File: config.mk
export PLATFORM = sky130hd
export DESIGN_NAME = short_descriptor_table_walker
export DESIGN_NICKNAME = d
export VERILOG_FILES = /design/src/rtl/core/stw_pkg.sv /design/src/rtl/core/short_descriptor_table_walker.sv
export SDC_FILE = /design/constraint.sdc
export NUM_CORES = 1
export LEC_CHECK = 0
export ABC_AREA = 1
export BUFFER_PORTS_ARGS = -buffer_cell sky130_fd_sc_hd__buf_2
export CORE_ASPECT_RATIO = 0.75
export CORE_MARGIN = 5
export CORE_UTILIZATION = 25
export DETAILED_ROUTE_END_ITERATION = 10
export PLACE_DENSITY_LB_ADDON = 0.25
export SLEW_MARGIN = 20
export SYNTH_ARGS = -nofsm -noshare
export SYNTH_HDL_FRONTEND = slang
export SYNTH_SLANG_ARGS = --single-unit
File: constraint.sdc
create_clock -name clk_i -period 5.8 [get_ports clk_i]
set_input_delay 0.87 -clock clk_i [delete_from_list [all_inputs] [get_ports clk_i]]
set_output_delay 0.87 -clock clk_i [all_outputs]
set_load 0.1 [all_outputs]
File: src/rtl/core/stw_pkg.sv
// ----------------------------------------------------------------------------
// stw_pkg
// Shared types and codes for the short-descriptor table walker.
// ----------------------------------------------------------------------------
package stw_pkg;

  typedef enum logic {
    OP_TRANSLATE = 1'b0,
    OP_DATA      = 1'b1
  } op_e;

  typedef enum logic [1:0] {
    KIND_READ    = 2'd0,
    KIND_DONE    = 2'd1,
    KIND_FAULT   = 2'd2,
    KIND_IGNORED = 2'd3
  } kind_e;

  typedef enum logic [1:0] {
    SIZE_SUPER   = 2'd0,
    SIZE_SECTION = 2'd1,
    SIZE_LARGE   = 2'd2,
    SIZE_SMALL   = 2'd3
  } size_e;

  typedef enum logic [1:0] {
    CFG_TABLE0_BASE  = 2'd0,
    CFG_TABLE1_BASE  = 2'd1,
    CFG_TABLE_SPLIT  = 2'd2,
    CFG_CURRENT_ASID = 2'd3
  } cfg_idx_e;

  localparam int unsigned CfgIdxW = 2;

  typedef struct packed {
    op_e         opcode;
    logic [31:0] virt_addr;
    logic [31:0] read_data;
  } stw_in_t;

  typedef struct packed {
    kind_e       kind;
    logic [31:0] read_addr;
    logic [31:0] phys_addr;
    size_e       page_size;
    logic [2:0]  access_bits;
    logic        no_exec;
    logic        non_global;
    logic [7:0]  asid_tag;
    logic        fault_level;
  } stw_out_t;

endpackage

File: src/rtl/core/short_descriptor_table_walker.sv
// ----------------------------------------------------------------------------
// short_descriptor_table_walker
// Throughput: one beat per cycle unless the output stalls; decode is a single
// mask-and-select stage whose result is registered into the output register,
// or into the skid register behind it while the output is stalled, so that
// the input keeps flowing for one more beat. Reset: walk returns to idle,
// configuration registers clear to zero, both output registers empty. Walks
// two-level short-descriptor translation tables.
// ----------------------------------------------------------------------------
module short_descriptor_table_walker (
  input  logic                             clk_i,
  input  logic                             rst_ni,
  input  logic                             in_valid_i,
  output logic                             in_stall_o,
  input  stw_pkg::stw_in_t                 in_item_i,
  output logic                             out_valid_o,
  input  logic                             out_stall_i,
  output stw_pkg::stw_out_t                out_item_o,
  input  logic                             cfg_valid_i,
  output logic                             cfg_ready_o,
  input  logic [stw_pkg::CfgIdxW-1:0]      cfg_index_i,
  input  logic [31:0]                      cfg_data_i
);
  import stw_pkg::*;

  typedef enum logic [1:0] {
    PH_IDLE = 2'd0,
    PH_L1   = 2'd1,
    PH_L2   = 2'd2
  } walk_phase_e;

  walk_phase_e phase_q, phase_d;
  logic [31:0] saved_vaddr_q, saved_vaddr_d;
  logic [31:0] table0_base_q, table1_base_q;
  logic [2:0]  table_split_q;
  logic [7:0]  current_asid_q;

  logic        out_valid_q, skid_valid_q;
  stw_out_t    out_q, skid_q;
  stw_out_t    res;

  logic        accept;
  logic        out_fire;

  logic [13:0] l1_idx;
  logic [14:0] cutoff;
  logic [13:0] mask;
  logic [31:0] base_sel;
  logic [31:0] desc;
  logic [31:0] va;

  assign accept      = in_valid_i && !skid_valid_q;
  assign out_fire    = out_valid_q && !out_stall_i;
  assign in_stall_o  = skid_valid_q;
  assign out_valid_o = out_valid_q;
  assign out_item_o  = out_q;
  assign cfg_ready_o = 1'b1;

  assign desc   = in_item_i.read_data;
  assign va     = saved_vaddr_q;
  assign l1_idx = {in_item_i.virt_addr[31:20], 2'b00};
  assign cutoff = 15'h4000 >> table_split_q;
  assign mask   = 14'h3FFF >> table_split_q;
  assign base_sel = ({1'b0, l1_idx} < cutoff) ? table0_base_q : table1_base_q;

  always_comb begin
    res           = '0;
    res.kind      = KIND_IGNORED;
    res.page_size = SIZE_SUPER;
    phase_d       = phase_q;
    saved_vaddr_d = saved_vaddr_q;
    if (in_item_i.opcode == OP_TRANSLATE) begin
      if (phase_q == PH_IDLE) begin
        saved_vaddr_d = in_item_i.virt_addr;
        res.kind      = KIND_READ;
        res.read_addr = (base_sel & ~{18'd0, mask}) + {18'd0, l1_idx};
        phase_d       = PH_L1;
      end
    end else begin
      case (phase_q)
        PH_L1: begin
          phase_d = PH_IDLE;
          case (desc[1:0])
            2'd2: begin
              res.kind        = KIND_DONE;
              res.access_bits = {desc[15], desc[11:10]};
              res.no_exec     = desc[4];
              res.non_global  = desc[17];
              res.asid_tag    = desc[17] ? current_asid_q : 8'd0;
              if (desc[18]) begin
                res.phys_addr = {desc[31:24], va[23:0]};
                res.page_size = SIZE_SUPER;
              end else begin
                res.phys_addr = {desc[31:20], va[19:0]};
                res.page_size = SIZE_SECTION;
              end
            end
            2'd1: begin
              res.kind      = KIND_READ;
              res.read_addr = {desc[31:10], va[19:12], 2'b00};
              phase_d       = PH_L2;
            end
            default: begin
              res.kind        = KIND_FAULT;
              res.fault_level = 1'b0;
            end
          endcase
        end
        PH_L2: begin
          phase_d = PH_IDLE;
          case (desc[1:0])
            2'd0: begin
              res.kind        = KIND_FAULT;
              res.fault_level = 1'b1;
            end
            2'd1: begin
              res.kind        = KIND_DONE;
              res.phys_addr   = {desc[31:16], va[15:0]};
              res.page_size   = SIZE_LARGE;
              res.access_bits = {desc[9], desc[5:4]};
              res.non_global  = desc[11];
              res.asid_tag    = desc[11] ? current_asid_q : 8'd0;
            end
            default: begin
              res.kind        = KIND_DONE;
              res.phys_addr   = {desc[31:12], va[11:0]};
              res.page_size   = SIZE_SMALL;
              res.access_bits = {desc[9], desc[5:4]};
              res.no_exec     = desc[0];
              res.non_global  = desc[11];
              res.asid_tag    = desc[11] ? current_asid_q : 8'd0;
            end
          endcase
        end
        default: begin
          res.kind = KIND_IGNORED;
        end
      endcase
    end
  end

  always_ff @(posedge clk_i or negedge rst_ni) begin
    if (!rst_ni) begin
      phase_q        <= PH_IDLE;
      table0_base_q  <= '0;
      table1_base_q  <= '0;
      table_split_q  <= '0;
      current_asid_q <= '0;
      out_valid_q    <= 1'b0;
      skid_valid_q   <= 1'b0;
    end else begin
      if (accept) begin
        phase_q <= phase_d;
      end
      if (cfg_valid_i) begin
        case (cfg_idx_e'(cfg_index_i))
          CFG_TABLE0_BASE:  table0_base_q  <= cfg_data_i;
          CFG_TABLE1_BASE:  table1_base_q  <= cfg_data_i;
          CFG_TABLE_SPLIT:  table_split_q  <= cfg_data_i[2:0];
          CFG_CURRENT_ASID: current_asid_q <= cfg_data_i[7:0];
          default: ;
        endcase
      end
      if (!out_valid_q || out_fire) begin
        if (skid_valid_q) begin
          skid_valid_q <= 1'b0;
        end else begin
          out_valid_q <= accept;
        end
      end else if (accept) begin
        skid_valid_q <= 1'b1;
      end
    end
  end

  always_ff @(posedge clk_i) begin
    if (accept) begin
      saved_vaddr_q <= saved_vaddr_d;
    end
    if (!out_valid_q || out_fire) begin
      out_q <= skid_valid_q ? skid_q : res;
    end else if (accept) begin
      skid_q <= res;
    end
  end

  a_skid_behind_out: assert property (@(posedge clk_i) disable iff (!rst_ni)
    skid_valid_q |-> out_valid_q)
    else $error("skid register holds a beat while output register is empty");

  a_request_starts_walk: assert property (@(posedge clk_i) disable iff (!rst_ni)
    accept && phase_q == PH_IDLE && in_item_i.opcode == OP_TRANSLATE
      |=> phase_q == PH_L1)
    else $error("translate request did not start a first-level fetch");

  a_ignored_holds_phase: assert property (@(posedge clk_i) disable iff (!rst_ni)
    accept && res.kind == KIND_IGNORED |=> phase_q == $past(phase_q))
    else $error("ignored beat changed the walk phase");

  a_l2_ends_walk: assert property (@(posedge clk_i) disable iff (!rst_ni)
    accept && phase_q == PH_L2 && in_item_i.opcode == OP_DATA |=> phase_q == PH_IDLE)
    else $error("second-level descriptor did not end the walk");

  a_read_only_from_idle_or_l1: assert property (@(posedge clk_i) disable iff (!rst_ni)
    accept && res.kind == KIND_READ |-> phase_q == PH_IDLE || phase_q == PH_L1)
    else $error("descriptor read issued from second-level phase");

endmodule

==> summary.txt <==
Final setup violation count: 0
Vias per cell: 4.36
Rows: 68
Finished Cell Area: 14200 um2
XOR/XNOR Fraction of Synth Area: 0.150%
Multi-input gate area: 3660 um2
Sequential area share after synthesis: 61.2%
Layout cells sized above 1: 19.1%
Max-slew headroom at the worst pin: 32.1%
Simple-gate share of the synthesized area: 20.5%
Pwr per Cell Area: 413 nW/um2
Postcts setup bufs: 0
Post-synthesis mux area share: 0%
Syn Std Cell Area: 11700 um2
Critical Path End: out_item_o[75]
First-pass GRT wire length: 53300 um
Die Y-Extent: 197 um
Complex-gate fraction of the synthesized area: 7.74%
Area growth syn-to-layout: 21.5%
CTS Buffer Depth: 3
Max IR drop VDD: 0.000246 V
Crit. End Element: register
RR Endpoint: out_item_o[75]
Wire per inst: 16.9 um
Die width: 260 um
Main combinational cell family by area after synthesis: simple AND/OR/NAND/NOR gates
Pwr Total: 5860 uW
Crit path time final: 5.07 ns
CTS Sinks: 249
Crit-path max cell delay: 0.62 ns
RSZ-0062 raised after global routing: false
Mean post-synth cell area: 9.44 um2
Post-synth cell types: 40
Max Cap Viol: 0
R2r setup slk: 0.73 ns
Residual DRC: 0
Adder-Cell Fraction of Synth Area: 2.63%
Max Fanout on Critical Path: 18
Overflow after GRT: 0
Initial antenna violation count: 1
Worst skew pair latency: 0.54 ns
Largest net degree at the start of global routing: 93
Period utilization: 87.3%
Initial Utilization: 25.3%
Warnings from Yosys: 0
CTS root buf: clkbuf_16
Critical path type: register to register
Gr usage total: 13.4%
Highest clock rate: 197 MHz
Critical path startpoint: table_split_q[2]
Critical path launch point type: register
H-tree depth: 1
Origin of the critical flop-to-flop path: table_split_q[2]
Gp weighted congestion: 0.834
First-pass iteration count of the detailed router: 5
Leak: 0.00655 uW
Crit-path slowest cell: dfrtp_1
Core Area: 46100 um2
Most Frequent Cell on Critical Path: nand2_1
Worst EP arrival: 5.37 ns
Final-report hold violation count: 0
Post-Synthesis Cells: 1238
Hold Crit Class: register to register
Filler instances: 4946
Worst-path clk slew: 0.06 ns
Io pins: 189
CP required: 6.10 ns
Remaining antenna violation count: 0
Outcome: finished, final reports clean
Post-Route WL: 34900 um
Slew Viols, Final: 0
Flops & latches, synth: 249
Hold-fix buffers at CTS: 0
PortBufs: 180
Area of placed instances: 13300 um2
HPWL after detailed placement: 25200 um
FF+latch area: 7160 um2
PostCTS Resize Cnt: 0
Slew @ Worst Pin: 1.02 ns
Initial DRC count: 510
Fin Setup TNS: 0 ns
TritonCTS clock tree: yes
Vias in the first global route: 8887
Cts bufs inserted: 27
Die area: 51200 um2
Worst reg-to-reg path cell count: 28
Clk_skew: 0.0124 ns
Vias: 9004
# nets final: 1541
==> per-layer routing <==
metal  track usage, %  wire length, um  vias to the layer above
met5                0               20                        -
met3             3.72             2710                       37
met2             20.2            14800                      264
met1             19.6            16900                     4300
li1                 -                -                     4401
met4             1.92              473                        2
==> Yosys cell counts <==
cell      instances  share of area [%]
fa_1              1               0.17
o211ai_1          2               0.13
nor2_8            1               0.17
o21ai_1          12               0.51
xor2_1            2               0.15
edfxtp_1        184                 47
o21bai_1          1              0.064
o32ai_1           1              0.075
buf_6             4               0.39
nand3_4           1               0.15
o21ai_0          99                4.2
o22ai_1          24                1.3
a31oi_1           2               0.11
o21a_1            2               0.13
nand3_1          65                2.8
nor2_2            6               0.32
ha_1             23                2.5
clkbuf_1         34                1.1
conb_1            2              0.064
inv_1           166                5.3
inv_2             4               0.13
clkinv_1          2              0.064
buf_8             1               0.13
and2_1            1              0.054
buf_4             4               0.26
a221oi_1          1              0.075
nand2_4           2               0.19
nor2_1           60                1.9
nand2_1         391                 13
nand3b_2          1              0.096
buf_1             3              0.096
buf_2             5               0.21
nor3_1            3               0.13
nand4_1          20                1.1
dfrtp_1          65                 14
a21oi_1          21               0.90
nand2_2          12               0.64
nor2_4            1              0.096
or2_2             6               0.32
o21ai_2           3               0.22
==> worst max-delay path: cells and delay by family (launching register included) <==
kind                     cells  cell delay [ns]
AND/OR/NAND/NOR             21             2.60
adder cells (fa/ha/maj)      3             0.80
flip-flops                   1             0.62
buffers and inverters        3             0.59
AO/OA/AOI/OAI                1             0.20
==> power by group <==
group | internal (uW) | switching, uW | total (uW)
Clock | 1040 | 703 | 1740
Sequential | 2200 | 105 | 2300
Combinational | 346 | 1470 | 1810
Total | 3590 | 2280 | 5860
==> how the worst min path moves through the flow <==
stage | slack (ns) | cells after the start | to | start
after global placement | 0.46 | 2 | table1_base_q[31] | table1_base_q[31]
after floorplan | 0.45 | 2 | table1_base_q[31] | table1_base_q[31]
after CTS | 0.47 | 1 | saved_vaddr_q[4] | in_item_i[36]
after detailed placement | 0.47 | 2 | table1_base_q[31] | table1_base_q[31]
final | 0.48 | 2 | table1_base_q[31] | table1_base_q[31]
after global routing | 0.47 | 1 | saved_vaddr_q[10] | in_item_i[42]
==> layout by cell type, fill, tap and decap left out, types with 4 or more instances in the layout <==
cell       count
o22ai_1       24
inv_2          4
dfrtp_1       64
nor2_1        57
inv_1        166
o21ai_1       12
buf_4         13
nand3_1       65
buf_2        180
or2_2          6
a21oi_1       21
clkinv_1       4
clkbuf_1      11
nand2_1      390
nand2_2       12
clkbuf_16     28
nand4_1       20
nor2_2         8
ha_1          23
o21ai_0       99
edfxtp_1     184
==> cell families after synthesis <==
family,count (synthesis)
adders and majority gates,24
DFF,249
buffers and inverters,223
other,2
and+or+nand+nor,570
AOI/OAI and AO/OA,168
xor gates and xnor gates,2
==> state kept, by name, summed over array words and instances, names as in the netlist <==
register        cells
current_asid_q      8
in_stall_o          1
out_item_o         80
out_valid_o         1
phase_q             2
saved_vaddr_q      24
skid_q             80
table0_base_q      25
table1_base_q      25
table_split_q       3
==> area by class of cell <==
class / instances / share of cell area, %
flip-flops and latches: 249 / 50.4
multi-input cells: 767 / 25.8
repair buffers: 196 / 7.56
well taps: 630 / 5.55
clock buffers: 41 / 5.42
inverters: 172 / 4.55
clock inverters: 7 / 0.758
diodes: 1 / 0.0176
==> per-stage QoR <==
step / setup WS [ns] / utilization (%) / hold WS (ns) / cells
2_1_floorplan: 0.925 / - / 0.446 / 1239
5_1_grt: 0.293 / 30.8 / 0.467 / 2062
3_3_place_gp: 0.711 / 28.8 / 0.464 / 2012
6_report: 0.734 / 30.8 / 0.484 / 2063
4_1_cts: 0.783 / 30.8 / 0.471 / 2062
3_5_place_dp: 0.667 / 28.9 / 0.469 / 2014
(Power assumes the default switching activity.)
